## src/rtl/tca_pkg.sv

```systemverilog
// Package for the traffic class accounting engine.
// Holds operation and register codes, fixed field widths and shared types.
// No dependencies.
package tca_pkg;

	localparam int DEF_RULES   = 16;
	localparam int DEF_CLASSES = 16;

	localparam int OPCODE_W      = 2;
	localparam int SLOT_W        = 4;
	localparam int ADDR_W        = 32;
	localparam int CSEL_W        = 8;
	localparam int SIZE_W        = 17;
	localparam int CLASS_OUT_W   = 4;
	localparam int MARK_W        = 32;
	localparam int BYTE_W        = 64;
	localparam int PKT_W         = 32;
	localparam int RULE_COUNT_W  = 5;
	localparam int MARK_BASE_W   = 16;
	localparam int CID_W         = 32;
	localparam int CFG_INDEX_W   = 2;
	localparam int CFG_DATA_W    = 32;

	localparam logic [OPCODE_W-1:0] OP_LOAD    = 2'd0;
	localparam logic [OPCODE_W-1:0] OP_ACCOUNT = 2'd1;
	localparam logic [OPCODE_W-1:0] OP_READ    = 2'd2;
	localparam logic [OPCODE_W-1:0] OP_CLEAR   = 2'd3;

	localparam logic [CFG_INDEX_W-1:0] CFG_RULE_COUNT   = 2'd0;
	localparam logic [CFG_INDEX_W-1:0] CFG_MARK_BASE    = 2'd1;
	localparam logic [CFG_INDEX_W-1:0] CFG_CONTAINER_ID = 2'd2;

	typedef struct packed {
		logic rd;
		logic wr;
		logic clr;
	} cnt_ctrl_t;

endpackage

```

## src/rtl/tca_rules.sv

```systemverilog
// Rule table of the traffic class accounting engine: address, mask and class per slot.
// Compares all rules against a packet address and picks the highest matching slot in use.
// Depends on tca_pkg.
module tca_rules #(
	parameter int RULES   = tca_pkg::DEF_RULES,
	parameter int CLASSES = tca_pkg::DEF_CLASSES
) (
	input  logic                                   clk,
	input  logic                                   arst_n,
	input  logic                                   wr_en,
	input  logic [tca_pkg::SLOT_W-1:0]             wr_slot,
	input  logic [tca_pkg::ADDR_W-1:0]             wr_addr,
	input  logic [tca_pkg::ADDR_W-1:0]             wr_mask,
	input  logic [tca_pkg::CSEL_W-1:0]             wr_class,
	input  logic                                   cmp_en,
	input  logic [tca_pkg::ADDR_W-1:0]             pkt_addr,
	input  logic [tca_pkg::RULE_COUNT_W-1:0]       rule_count,
	output logic [$clog2(CLASSES)-1:0]             hit_class
);
	import tca_pkg::*;

	localparam int RIW = (RULES > 1) ? $clog2(RULES) : 1;
	localparam int CW  = $clog2(CLASSES);

	logic [ADDR_W-1:0] addr_tab_q  [RULES];
	logic [ADDR_W-1:0] mask_tab_q  [RULES];
	logic [CW-1:0]     class_tab_q [RULES];
	logic [RULES-1:0]  hit_now;
	logic [RULES-1:0]  hit_s1;
	logic [RIW-1:0]    wr_idx;
	logic [CW-1:0]     pick;

	assign wr_idx = RIW'(wr_slot);

	always_ff @(posedge clk) begin
		if (wr_en) begin
			addr_tab_q[wr_idx]  <= wr_addr;
			mask_tab_q[wr_idx]  <= wr_mask;
			class_tab_q[wr_idx] <= CW'(wr_class);
		end
	end

	always_comb begin
		for (int n = 0; n < RULES; n++) begin
			hit_now[n] = ((pkt_addr & mask_tab_q[n]) == addr_tab_q[n])
				&& (n < 32'(rule_count));
		end
	end

	always_ff @(posedge clk or negedge arst_n) begin
		if (!arst_n) begin
			hit_s1 <= '0;
		end else if (cmp_en) begin
			hit_s1 <= hit_now;
		end
	end

	always_comb begin
		pick = '0;
		for (int n = 0; n < RULES; n++) begin
			if (hit_s1[n]) begin
				pick = class_tab_q[n];
			end
		end
	end

	assign hit_class = (32'(pick) < CLASSES) ? pick : '0;

endmodule

```

## config.mk

```make
export PLATFORM = sky130hd
export DESIGN_NAME = tca_rules
export DESIGN_NICKNAME = d
export VERILOG_FILES = /design/src/rtl/tca_pkg.sv /design/src/rtl/tca_rules.sv
export SDC_FILE = /design/constraint.sdc
export NUM_CORES = 1
export LEC_CHECK = 0
export ABC_AREA = 1
export CAP_MARGIN = 20
export CORE_ASPECT_RATIO = 0.5
export CORE_UTILIZATION = 25
export CTS_CLUSTER_SIZE = 20
export DETAILED_ROUTE_END_ITERATION = 6
export DONT_BUFFER_PORTS = 1
export GPL_TIMING_DRIVEN = 1
export PLACE_DENSITY = 0.35
export SYNTH_ARGS = -nofsm -noshare
export SYNTH_HDL_FRONTEND = slang
export SYNTH_SLANG_ARGS = --single-unit
```

## constraint.sdc

```tcl
create_clock -name clk -period 5.35 [get_ports clk]
set_clock_uncertainty 0.2 [all_clocks]
set_input_delay 0.2675 -clock clk [delete_from_list [all_inputs] [get_ports clk]]
set_output_delay 0.2675 -clock clk [all_outputs]
set_load 0.02 [all_outputs]
```

Word-level counts from Yosys, hierarchy flattened --
Memory sizes are Yosys's and may differ from the RTL's. Cells that the tools add are included.
Cells by class: $add $sub $neg 0, multipliers 0, divide/modulo/power cells 0, magnitude comparators 16, equality and inequality tests 16, shift-type cells 0, muxes and demuxes 18, bitwise operators 16, reductions and logical operators 16
Operators with widths (count):
- 32-bit AND | 16
- 32-bit == test | 16
- 4-bit 2-to-1 mux | 16
- 4-bit by 5-bit < comparator with 1-bit output, first input constant | 8
- 3-bit by 5-bit < comparator with 1-bit output, first input constant | 4
- 1-bit logical AND | 16
- 1-bit by 5-bit < comparator with 1-bit output, first input constant | 2
- 2-bit by 5-bit < comparator with 1-bit output, first input constant | 2
- 1-bit 2-to-1 mux | 2
Storage, ports and cells: register bits 16, bits in latches 0, bits in writable memories 1088, memory bits (read-only) 0, output and inout bits 4, word-level logic and storage cells 86, memories 3
Memory list:
- addr_tab_q | depth 16, width 32, rd ports 16, clocked after Yosys merged registers in 0, wr ports 1, RTL line tca_rules.sv:25 | logic [ADDR_W-1:0] addr_tab_q [RULES];
- mask_tab_q | depth 16, width 32, rd ports 16, clocked after Yosys merged registers in 0, wr ports 1, RTL line tca_rules.sv:26 | logic [ADDR_W-1:0] mask_tab_q [RULES];
- class_tab_q | depth 16, width 4, rd ports 16, clocked after Yosys merged registers in 0, wr ports 1, RTL line tca_rules.sv:27 | logic [CW-1:0] class_tab_q [RULES];

Longest topological paths before layout --
Gate-level depths: netlist of the first run.
word-level depth 16, gate-level depth with buffers 17, depth with buffers taken out 17

Worst setup path after synthesis of the first run --
No wires, ideal clock.
path kind in2reg, start input wr_slot[3] (netlist name), end memory addr_tab_q[10][0] (enable), setup time 494 ps, arrival time 3315 ps, data required time 4656 ps, path slack 1341 ps, stages on the path 4, path through inv_1 nor2_1 nand2_1 nor2_1
RTL lines:
- start: declaration | RTL line tca_rules.sv:11 | input logic [tca_pkg::SLOT_W-1:0] wr_slot,
- end: declaration | RTL line tca_rules.sv:25
No word-level cell before the write port.

==> impl_metrics.py, run 1 <==
metrics = {
    "grt": {
        "grt-ovfl-total": 0,
        "grt_max_degree": 69,
        "grt_first_pass_wirelength_mm": 199,
        "grt_pass1_vias": 23500,
        "grt.total_usage": 0.171,
        "antenna_found_initial": 31,
    },
    "timing": {
        "fmax_ghz": 0.225,
        "final.min_clock_period_ps": 4450,
        "worst_slew_pin_slew_ps": 1120,
        "drv_slew": 0,
        "tns_ps": 0,
        "grt_setup_unrepaired": "false",
        "setup_viol": 0,
        "fin_ws_ps": 903,
        "slew_headroom": 0.252,
        "post-route-period-util": 0.831,
        "hold_viol": 0,
    },
    "yosys": {
        "synth_nets": 3005,
        "ys_ff_latch": 1104,
        "yosysUniqueCellTypes": 46,
        "yosysSeqAreaShare": 0.778,
        "synthesis.area_um2": 42500,
        "ys_warn_count": 0,
        "avgSynthCellArea_um2": 14.7,
        "synthArstFlopShare": 0.0145,
        "yosys_most_used_dff": "edfxtp_1",
        "syn_inst": 2888,
        "synth_edf_count": 1088,
    },
    "routing": {
        "drc": 0,
        "drt-pass1-iter-count": 7,
        "drt_iter0_drc": 1988,
        "wl_mm": 147,
        "via_per_inst": 4.35,
        "ant_nets": 0,
        "vias": 23900,
        "avgRoutedWirePerCell_um": 26.8,
    },
    "cts": {
        "cts_max_level": 3,
        "worstSkewPairLatency_ps": 730,
        "cts_hold_buf": 143,
        "cts_tree": "done",
        "postCtsSetupRepairBufs": 0,
        "root_buffer": "clkbuf_16",
        "cts_buffers": 112,
        "ctsResizeCount": 0,
        "clock_path_buffers": 3,
        "cts_sinks": 1104,
        "clk_pin_slew_worst_paths_ps": 60,
    },
    "setup_path": {
        "crit_path_start_kind": "primary input",
        "critPathRequiredTime_ps": 5770,
        "path_max_fanout": 12,
        "worstPathArrival_ps": 4870,
        "cp-end-kind": "flop",
        "critPathKind": "in -> reg",
    },
    "place": {
        "placed_cell_area_um2": 45500,
        "pre_cts_ws_ps": 2040,
        "io_buffers": 0,
        "routabilityCongestion": 0.808,
        "hpwl_mm": 92.1,
        "dp_cells": 5129,
    },
    "outcome": {
        "status": "completed",
    },
    "floorplan": {
        "rows": 106,
        "die_h_um": 294,
        "die-width_um": 585,
        "die_area_um2": 172000,
        "start_util": 0.253,
        "boundaryPins": 121,
        "core_um2": 168000,
    },
    "final_layout": {
        "fin_nets": 3240,
        "fin_util": 0.302,
        "final_common_cell": "edfxtp_1",
        "syn_to_final_growth_pct": 19.2,
        "fin_area_um2": 50700,
        "drive_gt1_frac": 0.0898,
        "mostFrequentLayoutCells": "edfxtp_1 (1,088), nand2_1 (655), xnor2_1 (173)",
        "nFillCells": 16900,
        "final_cell_count_no_fill": 5489,
    },
    "power": {
        "power_density_nw_per_um2": 357,
        "cellLeakagePower_nw": 16.5,
        "ir_drop_v": 0.000247,
    },
    "hold_path": {
        "worstHoldPathType": "in -> reg",
    },
    "flow_run": {
        "max_cap_viol_count": 0,
    },
}
Yosys cell counts, types with 9 or more instances:
| master | count | area [µm²] |
|---|---|---|
| a211o_1 | 9 | 78.8 |
| inv_1 | 90 | 338 |
| nor2_1 | 135 | 507 |
| nand4_1 | 40 | 250 |
| nand2_1 | 655 | 2460 |
| xnor2_1 | 173 | 1520 |
| o21ai_0 | 103 | 515 |
| xor2_1 | 123 | 1080 |
| edfxtp_1 | 1088 | 32700 |
| a21oi_1 | 41 | 205 |
| a211oi_1 | 17 | 128 |
| o2111ai_1 | 14 | 123 |
| nor4_1 | 51 | 319 |
| clkbuf_1 | 24 | 90.1 |
| nand3_1 | 106 | 531 |
| or2_2 | 47 | 294 |
| buf_2 | 28 | 140 |
| dfrtp_1 | 16 | 400 |
| nor3_1 | 55 | 275 |
flip-flops by register name, indices dropped and copies added, names as in the netlist:
register and flops:
addr_tab_q 512, class_tab_q 64, hit_s1 16, mask_tab_q 512
stage by stage:
step	total power, mW	hold slack [ps]
3_3_place_gp	10.4	-225
5_1_grt	18.7	14.8
6_report	18.1	31.1
4_1_cts	18.3	4.23
2_1_floorplan	10.2	-228
3_5_place_dp	10.4	-226
path summary, 6_finish.rpt:
| check | from | end | slack, ps | cells after the start |
|---|---|---|---|---|
| worst max-delay path | cmp_en | hit_s1[7] | 900 | 11 |
| worst min-delay path | pkt_addr[18] | hit_s1[13] | 30 | 7 |
| worst max register to register | mask_tab_q[2][5] | hit_s1[2] | 1790 | 11 |
| worst min register to register | hit_s1[0] | hit_s1[0] | 400 | 1 |
| max in group asynchronous | arst_n | hit_s1[13] | 4240 | 3 |
| min in group asynchronous | arst_n | hit_s1[14] | 290 | 2 |
power breakdown:
group	switching [mW]	internal [mW]	total, mW	leakage, nW
registers	0.0492	9.68	9.73	10.1
logic	0.569	0.234	0.803	4.81
clock network	3.42	4.13	7.55	1.68
critical path: stages:
cell	delay [ps]
dlygate4sd3_1	1070
inv_1	610
buf_4	370
nor2_1	160
inv_1	180
nor3_1	490
nand4_1	330
nor4_1	400
nand4_1	220
dlygate4sd3_1	640
o21ai_0	80
routing by layer:
layer | global-route usage | part of all wire
met4 | 0.0381 | 0.020
met1 | 0.247 | 0.48
met3 | 0.0351 | 0.054
met5 | 0 | 0.00028
met2 | 0.264 | 0.44
cell families after synthesis:
logic type,share of synthesized area
compound gates,0.0314
flops,0.778
xor+xnor,0.0610
buf+inv,0.0160
simple gates,0.113
final cells by class:
class	count	area, µm²	area share
Clock inverter	66	412	0.00813
Tap cell	2268	2840	0.0560
Multi-Input combinational cell	1627	8910	0.176
Timing Repair Buffer	187	2070	0.0409
Clock buffer	142	3000	0.0592
Inverter	91	342	0.00674
Sequential cell	1104	33100	0.653
Antenna cell	4	10.0	0.000198
No activity file was read; power rests on OpenSTA's default activity.
==> run 2, diff against run 1 <==
PLACE_DENSITY = 0.37   (was 0.35)
clock period = 3.6 ns   (was 5.35 ns; I/O delays follow)
==> run 2 against run 1 <==
Effect of this change:
- sequential share of layout area shrank 0.68 points
- via count rose by 2.2%
- worst hold slack improved by 18 ps
- clock power grew 54%
- sequential cell count did not move
- non-clock buffer count rose by 38
- clock-buffer cell count is 1 higher
- die area did not move
- largest power group unchanged
- highest routed layer is now met4
==> impl_metrics.py, run 2 (synthesis results as in run 1) <==
metrics = {
    "grt": {
        "grt.total_usage": 0.172,
        "grt_max_degree": 69,
        "grt_first_pass_wirelength_mm": 201,
        "antenna_found_initial": 24,
        "grt_pass1_vias": 23300,
        "grt-ovfl-total": 0,
    },
    "power": {
        "cellLeakagePower_nw": 16.7,
        "power_density_nw_per_um2": 533,
        "total_power_mw": 27.3,
        "ir_drop_v": 0.000345,
    },
    "place": {
        "hpwl_mm": 89.5,
        "placed_cell_area_um2": 45800,
        "io_buffers": 0,
        "routabilityCongestion": 0.815,
    },
    "cts": {
        "postCtsSetupRepairBufs": 0,
        "clock_path_buffers": 3,
        "cts_sinks": 1104,
        "cts_buffers": 114,
        "cts_max_level": 3,
        "clk_pin_slew_worst_paths_ps": 60,
        "root_buffer": "clkbuf_16",
        "worstSkewPairLatency_ps": 740,
        "cts_tree": "done",
    },
    "timing": {
        "post-route-period-util": 0.971,
        "final.min_clock_period_ps": 3500,
        "fmax_ghz": 0.286,
        "hold_viol": 0,
        "slew_headroom": 0.225,
        "worst_slew_pin_slew_ps": 1160,
        "tns_ps": 0,
        "drv_slew": 0,
        "setup_viol": 0,
        "grt_setup_unrepaired": "false",
        "hold_slack_ps": 49.6,
    },
    "routing": {
        "avgRoutedWirePerCell_um": 26.8,
        "ant_nets": 0,
        "drc": 0,
        "wl_mm": 148,
        "vias": 24400,
        "drt-pass1-iter-count": 5,
        "drt_iter0_drc": 2300,
        "via_per_inst": 4.42,
    },
    "final_layout": {
        "fin_util": 0.305,
        "reg_top3": "addr_tab_q: 512 flops, mask_tab_q: 512 flops, class_tab_q: 64 flops",
        "final_common_cell": "edfxtp_1",
        "fin_nets": 3280,
        "syn_to_final_growth_pct": 20.4,
        "drive_gt1_frac": 0.0931,
        "mostFrequentLayoutCells": "edfxtp_1 (1,088), nand2_1 (655), xnor2_1 (173)",
        "fin_area_um2": 51200,
    },
    "floorplan": {
        "die_area_um2": 172000,
        "start_util": 0.253,
        "core_um2": 168000,
        "rows": 106,
        "die-width_um": 585,
        "boundaryPins": 121,
        "die_h_um": 294,
    },
    "hold_path": {
        "min_from": "wr_en",
        "worstHoldEndpoint": "mask_tab_q[0][11]",
        "worstHoldPathType": "in -> reg",
        "hold-path-cell-count": 3,
    },
    "setup_path": {
        "path_max_fanout": 2,
        "critPathKind": "reg -> reg",
        "cpPeakStageDelay_ps": 640,
        "path_delay_family": "buffers and inverters",
        "cpMostUsedCell": "dlygate4sd3_1",
        "r2r_slack_ps": 100,
        "critPathBufInv": 3,
        "critPathRequiredTime_ps": 3960,
        "worstReg2RegStart": "addr_tab_q[9][21]",
        "crit_slowest_cell": "nor3_1",
        "crit_path_start_kind": "flop",
        "worstPathArrival_ps": 3860,
        "cp-end-kind": "flop",
        "cp_cell_sequence": "nor3_1 -> nor4_1 -> nand3_1 -> dlygate4sd3_1 -> nor3_1 -> dlygate4sd3_1 -> nand3_1 -> dlygate4sd3_1 -> o21ai_0",
        "reg2reg_to": "hit_s1[9]",
        "reg2reg_depth": 9,
    },
    "flow_run": {
        "max_cap_viol_count": 0,
    },
    "outcome": {
        "status": "completed",
    },
}
==> run 2: cell types whose count changed in the layout (fill, tap and decap cells not counted), sizes merged, moves of 2 or more <==
cell / change
clkinv: -7
buf: +14
diode: +4
dlygate4sd3: +23
inv: +2
bufinv: +4
==> run 2: area by class of cell <==
cell class,count,area (µm²)
clock buffers,143,3000
repair buffers,225,2490
multi-input cells,1627,8890
well taps,2268,2840
flip-flops and latches,1104,33100
fillers,16800,117000
diodes,8,20.0
inverters,91,342
clock inverters,66,542
==> run 2: worst max-delay path by stage <==
stage / endpoint / cells after the start / slack, ps / start
detailed placement: hit_s1[1] / 7 / 1020 / rule_count[4]
global route: hit_s1[2] / 9 / 70 / addr_tab_q[2][31]
global placement: hit_s1[7] / 9 / 1030 / pkt_addr[5]
finish: hit_s1[9] / 9 / 100 / addr_tab_q[9][21]
CTS: hit_s1[14] / 12 / 70 / cmp_en
floorplan: addr_tab_q[10][0] / 4 / -320 / wr_slot[3]
==> run 2: report_power, final <==
group	internal [mW]	switching, mW	total, mW
sequential	14.4	0.0738	14.5
combinational	0.357	0.870	1.23
clock	6.46	5.12	11.6
total	21.2	6.07	27.3
==> run 2: stage by stage <==
stage | instances | setup slack, ps
after CTS | 5522 | 67.5
after global placement | 5151 | 1030
after floorplan | 2888 | -322
after global routing | 5525 | 73.5
after detailed placement | 5151 | 1020
final | 5532 | 105
==> run 2: metal layers <==
layer / global-route usage / wire, µm / part of all wire
met3: 0.0221 / 6140 / 0.041
met2: 0.274 / 68100 / 0.46
met5: 0 / 0 / 0
met1: 0.253 / 72300 / 0.49
met4: 0.0266 / 1810 / 0.012
==> run 2: worst min-delay path: cells and delay by family <==
kind                   cells  cell delay, ps
AND/OR/NAND/NOR            2             360
buffers and inverters      1             190
==> run 2: timing repair <==
action | in CTS | in global routing
setup endpoints to repair | 0 | 1
endpoints found under the hold margin | 1204 | 0
resized for setup | 0 | 1
hold buffers | 162 | 0
==> run 3, diff against run 2 <==
ABC_AREA = not set   (was 1)
==> run 3 against run 2 <==
Effect of this change:
- sequential cell count is the same
- first-iteration DRC count grew 17%
- maximum frequency grew 1.3%
- worst hold slack lost 22 ps
- wire length grew 8.3%
- worst setup slack gained 44 ps
- area after synthesis shrank 1.6%
- final cell count shrank 7.0%
- clock-buffer cell count grew 7
- via count shrank 5.2%
- largest power group unchanged
==> impl_metrics.py, run 3 <==
metrics = {
    "outcome": {
        "status": "completed",
    },
    "yosys": {
        "synth_top_family_by_area": "XOR/XNOR gates",
        "synthArstFlopShare": 0.0145,
        "synth_area_leaders": "edfxtp_1 (78%), xnor2_1 (7.1%), nand2_1 (4.7%)",
        "yosysUniqueCellTypes": 48,
        "syn_inst": 2528,
        "synth-xor-area-share": 0.105,
        "ys_ff_latch": 1104,
        "synthMuxAreaShare": 0,
        "synth_simple_gate_area_share": 0.0779,
        "yosysMostFrequentCell": "edfxtp_1",
        "synth_edf_count": 1088,
        "yosys.area.top_type": "edfxtp_1",
        "yosysSeqAreaShare": 0.791,
        "synth_common_cells": "edfxtp_1 (1,088), nand2_1 (525), xnor2_1 (337), xor2_1 (165), nor4_1 (84)",
        "avgSynthCellArea_um2": 16.5,
        "synth_nets": 2645,
        "ys_warn_count": 0,
        "synth_compound_area_frac": 0.0167,
        "yosys_most_used_dff": "edfxtp_1",
        "synthAdderAreaFrac": 0,
        "synth_top_area_share": 0.781,
        "synthesis.area_um2": 41800,
    },
    "timing": {
        "setup_viol": 0,
        "slew_headroom": 0.176,
        "post-route-period-util": 0.959,
        "fin_ws_ps": 149,
        "fmax_ghz": 0.290,
        "final.min_clock_period_ps": 3450,
        "grt_setup_unrepaired": "false",
        "worst_slew_pin_slew_ps": 1230,
        "hold_slack_ps": 27.4,
        "drv_slew": 0,
        "hold_viol": 0,
    },
    "power": {
        "cellLeakagePower_nw": 16.3,
        "power_density_nw_per_um2": 531,
        "total_power_mw": 27.3,
        "ir_drop_v": 0.000330,
    },
    "grt": {
        "grt.total_usage": 0.188,
        "grt_pass1_vias": 21800,
        "grt-ovfl-total": 0,
        "grt_first_pass_wirelength_mm": 209,
        "grt_max_degree": 69,
        "antenna_found_initial": 44,
    },
    "cts": {
        "cts_max_level": 3,
        "cts_tree": "done",
        "root_buffer": "clkbuf_16",
        "postCtsSetupRepairBufs": 0,
        "cts_hold_buf": 210,
        "cts_buffers": 113,
        "ctsResizeCount": 0,
        "clock_path_buffers": 3,
        "worstSkewPairLatency_ps": 730,
        "cts_sinks": 1104,
        "clk_pin_slew_worst_paths_ps": 60,
    },
    "floorplan": {
        "die_area_um2": 169000,
        "core_um2": 165000,
        "start_util": 0.253,
        "die-width_um": 580,
        "boundaryPins": 121,
        "die_h_um": 291,
        "rows": 105,
    },
    "final_layout": {
        "reg_top3": "addr_tab_q: 512 flops, mask_tab_q: 512 flops, class_tab_q: 64 flops",
        "mostFrequentLayoutCells": "edfxtp_1 (1,088), nand2_1 (525), xnor2_1 (337)",
        "final_common_cell": "edfxtp_1",
        "fin_area_um2": 51300,
        "drive_gt1_frac": 0.104,
        "fin_nets": 2965,
        "final_cell_count_no_fill": 5147,
        "syn_to_final_growth_pct": 22.8,
    },
    "place": {
        "placed_cell_area_um2": 45100,
        "routabilityCongestion": 0.790,
        "dp_cells": 4714,
        "hpwl_mm": 91.1,
        "io_buffers": 0,
        "pre_cts_ws_ps": 495,
    },
    "routing": {
        "drt_iter0_drc": 2691,
        "drt-pass1-iter-count": 5,
        "wl_mm": 161,
        "drc": 0,
        "via_per_inst": 4.50,
        "vias": 23100,
        "avgRoutedWirePerCell_um": 31.2,
        "ant_nets": 0,
    },
    "setup_path": {
        "critPathKind": "in -> reg",
        "worstPathArrival_ps": 3910,
        "crit_path_start_kind": "primary input",
        "cp-end-kind": "flop",
        "critPathRequiredTime_ps": 4060,
        "r2r_slack_ps": 370,
        "path_max_fanout": 10,
    },
    "flow_run": {
        "max_cap_viol_count": 0,
    },
    "hold_path": {
        "worstHoldPathType": "in -> reg",
    },
}
[run 3: metal layers]
layer  global-route usage  share of wire  vias to the layer above
li1                     -              -                     9974
met1                0.262           0.45                    12200
met2                0.299           0.46                      812
met3               0.0436          0.074                      135
met4               0.0381          0.017                        2
met5                    0       0.000081                        -
[run 3: layout make-up]
type / instances / area, µm²
Multi-Input combinational cell: 1342 / 8550
Tap cell: 2193 / 2740
Fill cell: 16200 / 114000
Antenna cell: 10 / 25.0
Clock buffer: 150 / 3060
Clock inverter: 61 / 433
Inverter: 12 / 45.0
Sequential cell: 1104 / 33100
Timing Repair Buffer: 275 / 3420
[run 3: kinds of logic after synthesis]
kind of cell              Yosys count
AOI/OAI and AO/OA                  93
DFF                              1104
xor gates and xnor gates          502
buffers and inverters              82
and+or+nand+nor                   747
[run 3: final timing paths]
path	cells past startpoint	from	to
max	9	pkt_addr[14]	hit_s1[6]
min	3	wr_en	addr_tab_q[1][2]
max reg2reg	8	mask_tab_q[1][3]	hit_s1[1]
min reg2reg	2	hit_s1[1]	hit_s1[1]
max in group asynchronous	4	arst_n	hit_s1[14]
min in group asynchronous	3	arst_n	hit_s1[12]
[run 3: per-stage QoR]
stage,utilization,TNS [ps]
floorplan,-,-159810
global placement,0.273,0
detailed placement,0.273,0
CTS,0.311,0
global route,0.311,0
finish,0.311,0
[run 3: report_power, final]
part / leakage, nW / internal [mW] / switching (mW) / total [mW]
registers: 10.1 / 14.4 / 0.0702 / 14.5
logic: 4.51 / 0.468 / 0.974 / 1.44
clock network: 1.72 / 6.30 / 5.08 / 11.4
[run 3: worst max-delay path, cell delays in order]
cell and delay [ps]:
dlygate4sd3_1 1150, nand2_1 150, xnor2_1 170, nor4_1 140, dlygate4sd3_1 580, nand3_1 70
dlygate4sd3_1 600, o32ai_1 260, dlygate4sd3_1 590
